==> src/hdl/manchester_ir_frame_decoder_top_defines.svh <==
// Assertion macros shared by the Manchester IR frame decoder.
`ifndef MANCHESTER_IR_FRAME_DECODER_TOP_DEFINES_SVH
`define MANCHESTER_IR_FRAME_DECODER_TOP_DEFINES_SVH

// Same-cycle implication, sampled on clk and disabled while arst_n is low.
`define MIRFD_ASSERT_IMP(name, ante, cons) \
	name: assert property (@(posedge clk) disable iff (!arst_n) (ante) |-> (cons)) \
		else $error("mirfd: implication check failed");

// Next-cycle implication, sampled on clk and disabled while arst_n is low.
`define MIRFD_ASSERT_NXT(name, ante, cons) \
	name: assert property (@(posedge clk) disable iff (!arst_n) (ante) |=> (cons)) \
		else $error("mirfd: next-cycle check failed");

`endif

==> src/hdl/mirfd_pkg.sv <==
// Types, constants and register codes for the Manchester IR frame decoder.
package mirfd_pkg;

	localparam int ADDRESS_BITS = 3;
	localparam int COMMAND_BITS = 3;
	localparam int SAMPLE_BITS  = 10;

	localparam int START_BITS  = 2;
	localparam int FRAME_TOTAL = START_BITS + ADDRESS_BITS + COMMAND_BITS;
	localparam int POS_W       = $clog2(FRAME_TOTAL + 1);
	localparam int FB_W        = (ADDRESS_BITS > COMMAND_BITS) ? ADDRESS_BITS : COMMAND_BITS;

	localparam int NUM_BUTTONS = 3;
	localparam int SEG_W       = 7;
	localparam int BTN_W       = 2;

	localparam int CFG_IDX_W = 3;
	localparam int CFG_W     = SAMPLE_BITS;

	localparam logic [CFG_IDX_W-1:0] CFG_THRESHOLD   = 3'd0;
	localparam logic [CFG_IDX_W-1:0] CFG_OWN_ADDRESS = 3'd1;
	localparam logic [CFG_IDX_W-1:0] CFG_BUTTON1     = 3'd2;
	localparam logic [CFG_IDX_W-1:0] CFG_BUTTON2     = 3'd3;
	localparam logic [CFG_IDX_W-1:0] CFG_BUTTON3     = 3'd4;

	localparam logic [SAMPLE_BITS-1:0]  THRESHOLD_RST   = SAMPLE_BITS'(511);
	localparam logic [ADDRESS_BITS-1:0] OWN_ADDRESS_RST = ADDRESS_BITS'(1);
	localparam logic [COMMAND_BITS-1:0] BUTTON1_RST     = COMMAND_BITS'(1);
	localparam logic [COMMAND_BITS-1:0] BUTTON2_RST     = COMMAND_BITS'(2);
	localparam logic [COMMAND_BITS-1:0] BUTTON3_RST     = COMMAND_BITS'(4);

	localparam logic [SEG_W-1:0] SEG_NONE = 7'h71;
	localparam logic [NUM_BUTTONS-1:0][SEG_W-1:0] SEG_DIGIT = {7'h4F, 7'h5B, 7'h06};
	localparam logic [BTN_W-1:0] BTN_NONE = 2'd0;

	localparam int QUEUE_DEPTH = 2;
	localparam int QPTR_W      = (QUEUE_DEPTH > 1) ? $clog2(QUEUE_DEPTH) : 1;
	localparam int QCNT_W      = $clog2(QUEUE_DEPTH + 1);

	typedef logic [COMMAND_BITS-1:0] cmd_t;

	typedef struct packed {
		logic [SAMPLE_BITS-1:0]                     threshold;
		logic [ADDRESS_BITS-1:0]                    own_address;
		logic [NUM_BUTTONS-1:0][COMMAND_BITS-1:0]   button_code;
	} cfg_t;

	typedef struct packed {
		logic full;
		logic empty;
	} q_status_t;

endpackage

==> src/hdl/mirfd_if.sv <==
// Valid/ready channels for converter samples and decoded button results.
interface mirfd_sample_if;
	logic                                valid;
	logic                                ready;
	logic [mirfd_pkg::SAMPLE_BITS-1:0]  sample;

	modport source (output valid, output sample, input ready);
	modport sink   (input valid, input sample, output ready);
endinterface

interface mirfd_result_if;
	logic                          valid;
	logic                          ready;
	logic [mirfd_pkg::SEG_W-1:0]  segments;
	logic [mirfd_pkg::BTN_W-1:0]  button;

	modport source (output valid, output segments, output button, input ready);
	modport sink   (input valid, input segments, input button, output ready);
endinterface

==> src/hdl/manchester_ir_frame_decoder_top.sv <==
// Top level of the Manchester IR frame decoder: registers, front, queue, back.
//
// The samples channel takes one converter reading per half-bit period, one
// transaction per reading. A reading below the threshold register counts as
// IR on; a reading equal to it counts as off. A frame is two start bits of
// one, the address bits and the command bits, each bit sent as two halves.
// A frame with a bit error, a bad start bit or a foreign address is dropped
// without any result.
// The results channel carries one transaction per complete frame: the
// seven-segment pattern and the button number (1 to 3), or the 'F' pattern
// with button 0 when the command matches no button code.
// Throughput is one sample per clock cycle while the queue is not full. The
// command of a frame goes into the queue with the transaction that carried
// its last half-bit; the back pops it and registers the lookup as result.
// A two-entry command queue sits between front and back. When the receiver
// stalls, the back holds its result, the queue fills, and only once the
// queue is full does samples.ready drop; nothing is lost.
// Configuration writes go through cfg_we, cfg_index and cfg_wdata and are
// meant to happen while the block is idle. Asynchronous reset clears the
// frame tracker, the queue and the result stage and loads register defaults.
`include "manchester_ir_frame_decoder_top_defines.svh"

module manchester_ir_frame_decoder_top (
	input  logic                             clk,
	input  logic                             arst_n,
	input  logic                             cfg_we,
	input  logic [mirfd_pkg::CFG_IDX_W-1:0]  cfg_index,
	input  logic [mirfd_pkg::CFG_W-1:0]      cfg_wdata,
	mirfd_sample_if.sink                     samples,
	mirfd_result_if.source                   results
);

	mirfd_pkg::cfg_t       cfg_q;
	mirfd_pkg::q_status_t  q_status;
	logic                  push;
	mirfd_pkg::cmd_t       push_cmd;
	logic                  pop;
	mirfd_pkg::cmd_t       pop_cmd;

	// Configuration registers; writes to unused indexes are ignored.
	always_ff @(posedge clk or negedge arst_n) begin
		if (!arst_n) begin
			cfg_q.threshold      <= mirfd_pkg::THRESHOLD_RST;
			cfg_q.own_address    <= mirfd_pkg::OWN_ADDRESS_RST;
			cfg_q.button_code[0] <= mirfd_pkg::BUTTON1_RST;
			cfg_q.button_code[1] <= mirfd_pkg::BUTTON2_RST;
			cfg_q.button_code[2] <= mirfd_pkg::BUTTON3_RST;
		end else if (cfg_we) begin
			case (cfg_index)
				mirfd_pkg::CFG_THRESHOLD: begin
					cfg_q.threshold <= cfg_wdata[mirfd_pkg::SAMPLE_BITS-1:0];
				end
				mirfd_pkg::CFG_OWN_ADDRESS: begin
					cfg_q.own_address <= cfg_wdata[mirfd_pkg::ADDRESS_BITS-1:0];
				end
				mirfd_pkg::CFG_BUTTON1: begin
					cfg_q.button_code[0] <= cfg_wdata[mirfd_pkg::COMMAND_BITS-1:0];
				end
				mirfd_pkg::CFG_BUTTON2: begin
					cfg_q.button_code[1] <= cfg_wdata[mirfd_pkg::COMMAND_BITS-1:0];
				end
				mirfd_pkg::CFG_BUTTON3: begin
					cfg_q.button_code[2] <= cfg_wdata[mirfd_pkg::COMMAND_BITS-1:0];
				end
				default: begin
				end
			endcase
		end
	end

	mirfd_front u_front (
		.clk      (clk),
		.arst_n   (arst_n),
		.cfg      (cfg_q),
		.q_status (q_status),
		.samples  (samples),
		.push     (push),
		.push_cmd (push_cmd)
	);

	mirfd_queue u_queue (
		.clk      (clk),
		.arst_n   (arst_n),
		.push     (push),
		.push_cmd (push_cmd),
		.pop      (pop),
		.pop_cmd  (pop_cmd),
		.status   (q_status)
	);

	mirfd_back u_back (
		.clk      (clk),
		.arst_n   (arst_n),
		.cfg      (cfg_q),
		.q_status (q_status),
		.q_cmd    (pop_cmd),
		.pop      (pop),
		.results  (results)
	);

	// A result without a button must show the 'F' pattern.
	`MIRFD_ASSERT_IMP(a_no_button_shows_f, results.valid && (results.button == mirfd_pkg::BTN_NONE), results.segments == mirfd_pkg::SEG_NONE)
	// A matched button never shows the 'F' pattern.
	`MIRFD_ASSERT_IMP(a_button_shows_digit, results.valid && (results.button != mirfd_pkg::BTN_NONE), results.segments != mirfd_pkg::SEG_NONE)
	// A new result only appears after a queued command was taken.
	`MIRFD_ASSERT_IMP(a_result_from_queue, $rose(results.valid), $past(!q_status.empty))

endmodule

==> src/hdl/mirfd_front.sv <==
// Front end: sample slicing, Manchester bit recovery and frame tracking.
module mirfd_front (
	input  logic                  clk,
	input  logic                  arst_n,
	input  mirfd_pkg::cfg_t       cfg,
	input  mirfd_pkg::q_status_t  q_status,
	mirfd_sample_if.sink          samples,
	output logic                  push,
	output mirfd_pkg::cmd_t       push_cmd
);

	logic [mirfd_pkg::POS_W-1:0] pos_q;
	logic                        phase_q;
	logic                        first_q;
	logic [mirfd_pkg::FB_W-1:0]  bits_q;

	logic                        accept;
	logic                        high;
	logic                        bit_val;
	logic [mirfd_pkg::FB_W-1:0]  bits_shift;
	logic [mirfd_pkg::FB_W-1:0]  bits_next;

	assign samples.ready = !q_status.full;
	assign accept        = samples.valid && samples.ready;
	assign high          = (samples.sample >= cfg.threshold);
	assign bit_val       = !first_q;

	// Start bits do not enter the shift register.
	always_comb begin
		bits_shift = mirfd_pkg::FB_W'({bits_q, bit_val});
		if (pos_q <= mirfd_pkg::POS_W'(mirfd_pkg::START_BITS)) begin
			bits_next = bits_q;
		end else begin
			bits_next = bits_shift;
		end
	end

	assign push_cmd = bits_next[mirfd_pkg::COMMAND_BITS-1:0];
	assign push = accept && (pos_q != '0) && phase_q && (high != first_q)
		&& (pos_q >= mirfd_pkg::POS_W'(mirfd_pkg::FRAME_TOTAL));

	always_ff @(posedge clk or negedge arst_n) begin
		if (!arst_n) begin
			pos_q   <= '0;
			phase_q <= 1'b0;
			first_q <= 1'b0;
			bits_q  <= '0;
		end else if (accept) begin
			if (pos_q == '0) begin
				if (!high) begin
					pos_q   <= mirfd_pkg::POS_W'(1);
					phase_q <= 1'b1;
					first_q <= 1'b0;
					bits_q  <= '0;
				end
			end else if (!phase_q) begin
				first_q <= high;
				phase_q <= 1'b1;
			end else if ((high == first_q)
				|| ((pos_q <= mirfd_pkg::POS_W'(mirfd_pkg::START_BITS)) && !bit_val)
				|| ((pos_q == mirfd_pkg::POS_W'(mirfd_pkg::START_BITS + mirfd_pkg::ADDRESS_BITS))
					&& (bits_next[mirfd_pkg::ADDRESS_BITS-1:0] != cfg.own_address))
				|| (pos_q >= mirfd_pkg::POS_W'(mirfd_pkg::FRAME_TOTAL))) begin
				// Bit error, bad start, wrong address or finished frame.
				pos_q   <= '0;
				phase_q <= 1'b0;
				first_q <= 1'b0;
				bits_q  <= '0;
			end else begin
				phase_q <= 1'b0;
				pos_q   <= pos_q + mirfd_pkg::POS_W'(1);
				if (pos_q == mirfd_pkg::POS_W'(mirfd_pkg::START_BITS + mirfd_pkg::ADDRESS_BITS)) begin
					bits_q <= '0;
				end else begin
					bits_q <= bits_next;
				end
			end
		end
	end

endmodule

==> src/hdl/mirfd_queue.sv <==
// Small command queue that decouples the frame tracker from the result stage.
module mirfd_queue (
	input  logic                  clk,
	input  logic                  arst_n,
	input  logic                  push,
	input  mirfd_pkg::cmd_t       push_cmd,
	input  logic                  pop,
	output mirfd_pkg::cmd_t       pop_cmd,
	output mirfd_pkg::q_status_t  status
);

	mirfd_pkg::cmd_t                 mem_q [mirfd_pkg::QUEUE_DEPTH];
	logic [mirfd_pkg::QPTR_W-1:0]    wr_ptr_q;
	logic [mirfd_pkg::QPTR_W-1:0]    rd_ptr_q;
	logic [mirfd_pkg::QCNT_W-1:0]    count_q;

	assign status.full  = (count_q == mirfd_pkg::QCNT_W'(mirfd_pkg::QUEUE_DEPTH));
	assign status.empty = (count_q == '0);
	assign pop_cmd      = mem_q[rd_ptr_q];

	function automatic logic [mirfd_pkg::QPTR_W-1:0] ptr_inc(
		input logic [mirfd_pkg::QPTR_W-1:0] p
	);
		if (p == mirfd_pkg::QPTR_W'(mirfd_pkg::QUEUE_DEPTH - 1)) begin
			return '0;
		end
		return p + mirfd_pkg::QPTR_W'(1);
	endfunction

	always_ff @(posedge clk or negedge arst_n) begin
		if (!arst_n) begin
			wr_ptr_q <= '0;
			rd_ptr_q <= '0;
			count_q  <= '0;
		end else begin
			if (push) begin
				wr_ptr_q <= ptr_inc(wr_ptr_q);
			end
			if (pop) begin
				rd_ptr_q <= ptr_inc(rd_ptr_q);
			end
			if (push && !pop) begin
				count_q <= count_q + mirfd_pkg::QCNT_W'(1);
			end else if (pop && !push) begin
				count_q <= count_q - mirfd_pkg::QCNT_W'(1);
			end
		end
	end

	always_ff @(posedge clk) begin
		if (push) begin
			mem_q[wr_ptr_q] <= push_cmd;
		end
	end

endmodule

==> src/hdl/mirfd_back.sv <==
// Back end: button code lookup and the registered result stage.
module mirfd_back (
	input  logic                  clk,
	input  logic                  arst_n,
	input  mirfd_pkg::cfg_t       cfg,
	input  mirfd_pkg::q_status_t  q_status,
	input  mirfd_pkg::cmd_t       q_cmd,
	output logic                  pop,
	mirfd_result_if.source        results
);

	logic                           valid_q;
	logic [mirfd_pkg::SEG_W-1:0]    seg_q;
	logic [mirfd_pkg::BTN_W-1:0]    btn_q;
	logic [mirfd_pkg::SEG_W-1:0]    seg_n;
	logic [mirfd_pkg::BTN_W-1:0]    btn_n;

	// Walk from the highest button down so the lowest matching one wins.
	always_comb begin
		seg_n = mirfd_pkg::SEG_NONE;
		btn_n = mirfd_pkg::BTN_NONE;
		for (int i = mirfd_pkg::NUM_BUTTONS - 1; i >= 0; i--) begin
			if (cfg.button_code[i] == q_cmd) begin
				seg_n = mirfd_pkg::SEG_DIGIT[i];
				btn_n = mirfd_pkg::BTN_W'(i + 1);
			end
		end
	end

	assign pop = !q_status.empty && (!valid_q || results.ready);

	assign results.valid    = valid_q;
	assign results.segments = seg_q;
	assign results.button   = btn_q;

	always_ff @(posedge clk or negedge arst_n) begin
		if (!arst_n) begin
			valid_q <= 1'b0;
		end else if (pop) begin
			valid_q <= 1'b1;
		end else if (results.ready) begin
			valid_q <= 1'b0;
		end
	end

	always_ff @(posedge clk) begin
		if (pop) begin
			seg_q <= seg_n;
			btn_q <= btn_n;
		end
	end

endmodule

==> src/flat_wrapper.sv <==
// flat-port wrapper written by rule: the top's interface ports become plain ports
module manchester_ir_frame_decoder_top_flat 
  (clk, arst_n, cfg_we, cfg_index, cfg_wdata, samples_valid, samples_sample, samples_ready, results_valid, results_segments, results_button, results_ready);
  mirfd_sample_if samples_i ();
  mirfd_result_if results_i ();
  input  logic clk;
  input  logic arst_n;
  input  logic cfg_we;
  input  logic [mirfd_pkg::CFG_IDX_W-1:0] cfg_index;
  input  logic [mirfd_pkg::CFG_W-1:0] cfg_wdata;
  input wire logic [$bits(samples_i.valid)-1:0] samples_valid;
  input wire logic [$bits(samples_i.sample)-1:0] samples_sample;
  output wire logic [$bits(samples_i.ready)-1:0] samples_ready;
  output wire logic [$bits(results_i.valid)-1:0] results_valid;
  output wire logic [$bits(results_i.segments)-1:0] results_segments;
  output wire logic [$bits(results_i.button)-1:0] results_button;
  input wire logic [$bits(results_i.ready)-1:0] results_ready;
  assign samples_i.valid = samples_valid;
  assign samples_i.sample = samples_sample;
  assign samples_ready = samples_i.ready;
  assign results_valid = results_i.valid;
  assign results_segments = results_i.segments;
  assign results_button = results_i.button;
  assign results_i.ready = results_ready;
  manchester_ir_frame_decoder_top u_core (.clk(clk), .arst_n(arst_n), .cfg_we(cfg_we), .cfg_index(cfg_index), .cfg_wdata(cfg_wdata), .samples(samples_i), .results(results_i));
endmodule
==> config.mk <==
export PLATFORM = sky130hd
export DESIGN_NAME = manchester_ir_frame_decoder_top_flat
export DESIGN_NICKNAME = d
export VERILOG_FILES = /design/src/hdl/mirfd_pkg.sv /design/src/hdl/mirfd_if.sv /design/src/hdl/manchester_ir_frame_decoder_top.sv /design/src/hdl/mirfd_front.sv /design/src/hdl/mirfd_queue.sv /design/src/hdl/mirfd_back.sv /design/src/flat_wrapper.sv
export VERILOG_INCLUDE_DIRS = /design/src /design/src/hdl
export SDC_FILE = /design/constraint.sdc
export NUM_CORES = 1
export LEC_CHECK = 0
export ABC_AREA = 1
export BUFFER_PORTS_ARGS = -buffer_cell sky130_fd_sc_hd__buf_2
export CORE_UTILIZATION = 30
export DETAILED_ROUTE_END_ITERATION = 7
export PLACE_DENSITY = 0.44
export SYNTH_ARGS = -nofsm -noshare
export SYNTH_HDL_FRONTEND = slang
export SYNTH_SLANG_ARGS = --single-unit
==> constraint.sdc <==
create_clock -name clk -period 2.45 [get_ports clk]
set_input_delay 0.1225 -clock clk [delete_from_list [all_inputs] [get_ports clk]]
set_output_delay 0.1225 -clock clk [all_outputs]
set_load 0.02 [all_outputs]
# Word level (Yosys, flattened, before mapping)
# Memory sizes are Yosys's and may differ from the RTL's.
# Index checks and enable logic that the tools add are counted.
[classes] addsub=5 order_cmp=3 eq_ne=14 muxes=35 reduce_logical=36
[op_table] cell="$mux W1" count=19
[op_table] cell="$mux W3" count=6
[op_table] cell="$mux W4" count=4
[op_table] cell="$reduce_and A2 Y1" count=6
[op_table] cell="$ge A10 B10 Y1" count=1
[op_table] cell="$logic_and A1 B1 Y1" count=10
[op_table] cell="$eq A3 B3 Y1" count=3
[op_table] cell="$mux W2" count=4
[op_table] cell="$eq A3 B2 Y1 const B" count=2
[op_table] cell="$logic_not A1 Y1" count=6
[op_table] cell="$mux W6" count=1
[op_table] cell="$reduce_and A3 Y1" count=2
[op_table] cell="$reduce_bool A2 Y1" count=3
[op_table] cell="$mux W5" count=1
[op_table] cell="$add A4 B1 Y4 const B" count=1
[op_table] cell="$eq A4 B3 Y1 const B" count=1
[op_table] cell="$ge A4 B4 Y1 const B" count=1
[op_table] cell="$le A4 B2 Y1 const B" count=1
[op_table] cell="$logic_not A4 Y1" count=1
[op_table] cell="$logic_or A1 B1 Y1" count=4
[op_table] cell="$reduce_bool A4 Y1" count=1
[op_table] cell="$eq A3 B1 Y1 const B" count=1
[op_table] cell="$eq A3 B3 Y1 const B" count=1
[op_table] cell="$logic_not A3 Y1" count=1
[op_table] cell="11 further kinds" count=12
[totals] ff_bits=45 mem_bits_rw=6 in_bits=28 out_inout_bits=11 wordCells=110 memories=1
[mem_list] memory="u_core.u_queue.mem_q" depth=2 width=3 read_ports=1 rd_ports_with_merged_regs=0 write_ports=1 line="mirfd_queue.sv:12" rtl="mirfd_pkg::cmd_t mem_q [mirfd_pkg::QUEUE_DEPTH];"

# Logic depth before layout (Yosys ltp)
[depth] word_depth=11 ltp_mapped=17 ltp_nobuf=17

# Cells and area by module
# A second synthesis with hierarchy kept.
[hier_totals] cells_unflattened=329 area_unflattened_um2=2776.4
[by_module_without_submodules] module="mirfd_front" n_inst=1 cells_each=148 area_each_um2=998.5 seq_area_each_um2=225.2
[by_module_without_submodules] module="manchester_ir_frame_decoder_top" n_inst=1 cells_each=107 area_each_um2=950.9 seq_area_each_um2=566.8
[by_module_without_submodules] module="mirfd_queue" n_inst=1 cells_each=34 area_each_um2=422.9 seq_area_each_um2=280.3
[by_module_without_submodules] module="mirfd_back" n_inst=1 cells_each=40 area_each_um2=404.1 seq_area_each_um2=205.2

# Worst setup path after synthesis
# No wires, ideal clock.
[synth_timing] path_kind="register to register" start="register u_core.cfg_q[20] (netlist name)" end="register u_core.u_queue.count_q[1] (netlist name)" setup_time_ns=0.131 arrival_ns=2.153 required_ns=2.319 path_slack_ns=0.166 path_stages_with_launch=16 cell_sequence="dfstp_2 > inv_1 > ha_1 > nand2_1 > nor2_1 > nand3_1 > nand3_1 > nand2_1 > nand2_1 > inv_1 > nand2_1 > inv_1 > ha_1 > a21oi_1 > o21ai_0 > xor2_1"
[synth_via] elab_chain_len=7
[synth_lines] item="start: declaration" line="manchester_ir_frame_decoder_top.sv:33" rtl="mirfd_pkg::cfg_t cfg_q;"
[synth_lines] item="$ge A10 B10 Y1 *" line="mirfd_front.sv:25" rtl="assign high = (samples.sample >= cfg.threshold);"
[synth_lines] item="$ne A1 B1 Y1 *" line="mirfd_front.sv:39" rtl="assign push = accept && (pos_q != '0) && phase_q && (high != first_q)"
[synth_lines] item="$logic_and A1 B1 Y1 *" line="mirfd_front.sv:39"
[synth_lines] item="$logic_and A1 B1 Y1 *" line="mirfd_front.sv:40" rtl="&& (pos_q >= mirfd_pkg::POS_W'(mirfd_pkg::FRAME_TOTAL));"
[synth_lines] item="via u_core.push" line="manchester_ir_frame_decoder_top.sv:35" rtl="logic push;"
[synth_lines] item="$logic_not A1 Y1" line="mirfd_queue.sv:44" rtl="end else if (pop && !push) begin"
[synth_lines] item="$logic_and A1 B1 Y1" line="mirfd_queue.sv:44"
[synth_lines] item="$reduce_bool A2 Y1 (no line)"
[synth_lines] item="end signal: assignment" line="mirfd_queue.sv:43" rtl="count_q <= count_q + mirfd_pkg::QCNT_W'(1);"
[synth_lines] item="end signal: assignment" line="mirfd_queue.sv:45" rtl="count_q <= count_q - mirfd_pkg::QCNT_W'(1);"
[synth_lines] item="end: declaration" line="mirfd_queue.sv:15" rtl="logic [mirfd_pkg::QCNT_W-1:0] count_q;"
# Mark *: on every way through the listed nets, which the timed path passes. The rest lies on a longest branch.
# A chain may end at the register's enable or synchronous reset.

# Final worst setup path
[layout_timing] start="register u_core.cfg_q[19] (netlist name)" end="memory u_core.u_queue.mem_q[1][2] (netlist name) (enable)"
[layout_via] elab_chain_len=6
[layout_lines] item="$ge A10 B10 Y1" line="mirfd_front.sv:25"
[layout_lines] item="$ne A1 B1 Y1" line="mirfd_front.sv:39"
[layout_lines] item="$logic_and A1 B1 Y1" line="mirfd_front.sv:39"
[layout_lines] item="$logic_and A1 B1 Y1" line="mirfd_front.sv:40"
[layout_lines] item="$mux W1" line="mirfd_queue.sv:51" rtl="if (push) begin"
[layout_lines] item="$mux W1 (not written as such)" line="mirfd_queue.sv:52" rtl="mem_q[wr_ptr_q] <= push_cmd;"
[layout_lines] item="end: declaration" line="mirfd_queue.sv:12"
# No other way between the ends.

==> impl_metrics.tcl <==
set metrics [dict create \
    clock-sinks 48 \
    fin_crit_ps 2250 \
    critPathMaxFanout 3 \
    totalWireLength_um 5120 \
    gp_congestion 0.755 \
    syn_to_final_growth_pct 19.0 \
    fin_skew_ps 5.64 \
    grt.total_usage_pct 13.1 \
    avgSynthCellArea_um2 9.06 \
    clock.fmax_ghz 0.444 \
    via_per_inst 4.44 \
    critPathLaunchType "flip-flop" \
    outcome "finished, final reports clean" \
    layout.nets 382 \
    timing.final.hold_violations 0 \
    rows 33 \
    synth_area_um2 2650 \
    async_flop_share_pct 75.0 \
    critical_path_class "flip-flop to flip-flop" \
    cts.path.max_buffers 2 \
    cts_buffers 5 \
    slew_headroom_pct 45.0 \
    post_drt_wl_per_cell_um 11.5 \
    grt_pass1_vias 1994 \
    antenna_left 0 \
    ys_seq_area_share_pct 48.3 \
    drv_cap 0 \
    diodes 0 \
    yosys_warnings 0 \
    worst_slew_pin_slew_ps 825 \
    nFillCells 904 \
    clkLatencyLatePin_ps 300 \
    cp-end-kind "flip-flop" \
    grt_pass1_wl_um 9190 \
    grt_overflow_total 0 \
    synth_top_cell_area_share_pct 21.7 \
    path_clk_slew_ps 90 \
    fp.dieW_um 95.9 \
    synthTopCellsByCount "63 x nand2_1, 40 x inv_1, 23 x dfrtp_1" \
    power.density_nw_per_um2 961 \
    cp.arrival_ps 2230 \
    cts_root_buffer "clkbuf_8" \
    fp.coreArea_um2 8380 \
    post-place-ws_ps 66.8 \
    final_max_slew_viol_count 0 \
    synth.distinct_cells 27 \
    rsz0062_at_grt "no" \
    multi_input_area_um2 1220 \
    ioPinCount 39 \
    syn_nets 335 \
    start_util_pct 31.6 \
    yosysMostFrequentCell "nand2_1" \
    synth_top_cell_by_area "dfrtp_1" \
    die-area_um2 9200 \
    fin_tns_setup_ps 0 \
    min_delay_worst_endpoint "u_core.u_back.results.valid" \
    ir_drop_mv 0.354 \
    r2r_cells 12 \
    finalPower_mw 3.03 \
    min_from "results_ready" \
    die-height_um 95.9 \
    synth_seq_cells 48 \
    synthFlopType "dfrtp_1" \
    final-setup-viol-count 0 \
    reg2reg_from "u_core.cfg_q[19]" \
    grt_max_degree 37 \
    r2r_slack_ps 200 \
    first_pass_iters 4 \
    drt_iter0_markers 61 \
    antenna_found_initial 0 \
    num_vias 1976 \
    synthCells 292 \
    seqCellArea_um2 1280 \
    finalCritPeriodShare_pct 91.8 \
    drive_gt1_share_pct 27.6 \
    power_leakage_nw 1.53 \
    h-tree-depth 2 \
    min_path_cells 2 \
    route.detailed.drc 0 \
    tritoncts "yes" \
    port-buffer-count 38 \
    min_path_type "input port to flip-flop" \
    synth_edf_count 12 \
    r2r_end "u_core.u_queue.mem_q[1][2]" \
    cp.required_ps 2430 \
    finalWorstSetupSlack_ps 200 \
    ys_top_cells_by_area "dfrtp_1 22%, edfxtp_1 14%, dfstp_2 13%" \
    post-route-util_pct 37.6 \
    place_hpwl_um 3960 \
]
==> per-stage QoR <==
step / instances / area, um^2 / hold WS, ps
after floorplan: 292 / 2650 / -173
after global placement: 435 / 2980 / 296
after detailed placement: 435 / 2980 / 280
after CTS: 444 / 3110 / 4.12
after global routing: 445 / 3150 / 9.98
final: 445 / 3150 / 11.7
==> layout by cell type, fill, tap and decap left out, types with 8 or more instances in the layout <==
cell type and n:
nand2_1 63, inv_1 39, buf_2 38, dfrtp_1 23, nor2_1 20, o21ai_0 18
nand3_1 13, ha_1 13, dfstp_2 13, a21oi_1 12, edfxtp_1 12, nand2_2 9
xnor2_1 8
==> timing repair <==
item,CTS,global route
hold buffers,1,0
setup buffers,0,1
hold endpoints to repair,23,0
resized for setup,0,7
setup endpoints to repair,0,2
==> worst max-delay path by stage <==
stage / from / to / slack, ps / cells past startpoint
finish: u_core.cfg_q[19] / u_core.u_queue.mem_q[1][2] / 200 / 12
global route: u_core.cfg_q[19] / u_core.u_queue.mem_q[1][2] / 9 / 12
CTS: u_core.cfg_q[19] / u_core.u_queue.count_q[1] / 50 / 15
detailed placement: u_core.cfg_q[19] / u_core.u_queue.count_q[1] / 70 / 15
global placement: u_core.cfg_q[19] / u_core.u_queue.count_q[1] / 120 / 15
floorplan: u_core.cfg_q[20] / u_core.u_queue.count_q[1] / 170 / 15
==> power by group <==
| part | leakage, nW | total, mW | internal (mW) | switching, mW |
|---|---|---|---|---|
| registers | 0.534 | 1.18 | 1.07 | 0.111 |
| logic | 0.937 | 1.24 | 0.473 | 0.766 |
| clock network | 0.0614 | 0.609 | 0.334 | 0.275 |
| total | 1.53 | 3.03 | 1.88 | 1.15 |
==> flip-flops by register name, indices dropped and copies added, names as in the netlist <==
register / flops
u_core.cfg_q: 22
u_core.u_back.results.segments: 6
u_core.u_back.results.valid: 1
u_core.u_front.bits_q: 3
u_core.u_front.first_q: 1
u_core.u_front.phase_q: 1
u_core.u_front.pos_q: 4
u_core.u_queue.count_q: 2
u_core.u_queue.mem_q: 6
u_core.u_queue.rd_ptr_q: 1
u_core.u_queue.wr_ptr_q: 1
==> final cells by class <==
class	instances	share of cell area [%]
Timing Repair Buffer	45	7.79
Clock buffer	6	2.62
Tap cell	105	4.17
Sequential cell	48	40.6
Multi-Input combinational cell	197	38.6
Inverter	42	5.01
Clock inverter	2	1.23
==> metal layers <==
metal / routed length, um / track usage (%)
met2: 2480 / 22.9
met1: 2470 / 16.6
met3: 148 / 2.61
met5: 0 / 0
met4: 22 / 2.99
==> cells by family (layout without fill, tap and decap cells) <==
logic type      after synthesis  in the layout  share of synthesized area [%]
buf+inv                      47             95                           7.09
fa+ha+maj                    15             15                           7.09
compound gates               36             36                           7.23
simple gates                128            128                           24.1
xor+xnor                     15             15                           4.96
mux                           3              3                           1.28
flops                        48             48                           48.3
==> critical path, cell delays in order, from the launching register on <==
cell	delay (ps)
dfstp_2	530
inv_1	50
ha_1	280
nand2_1	80
a21oi_1	60
nor2_1	140
nand3_1	110
nand2_1	90
nand2_1	70
inv_1	50
nand2_1	80
buf_4	160
nor2_1	240
(Power assumes the default switching activity.)
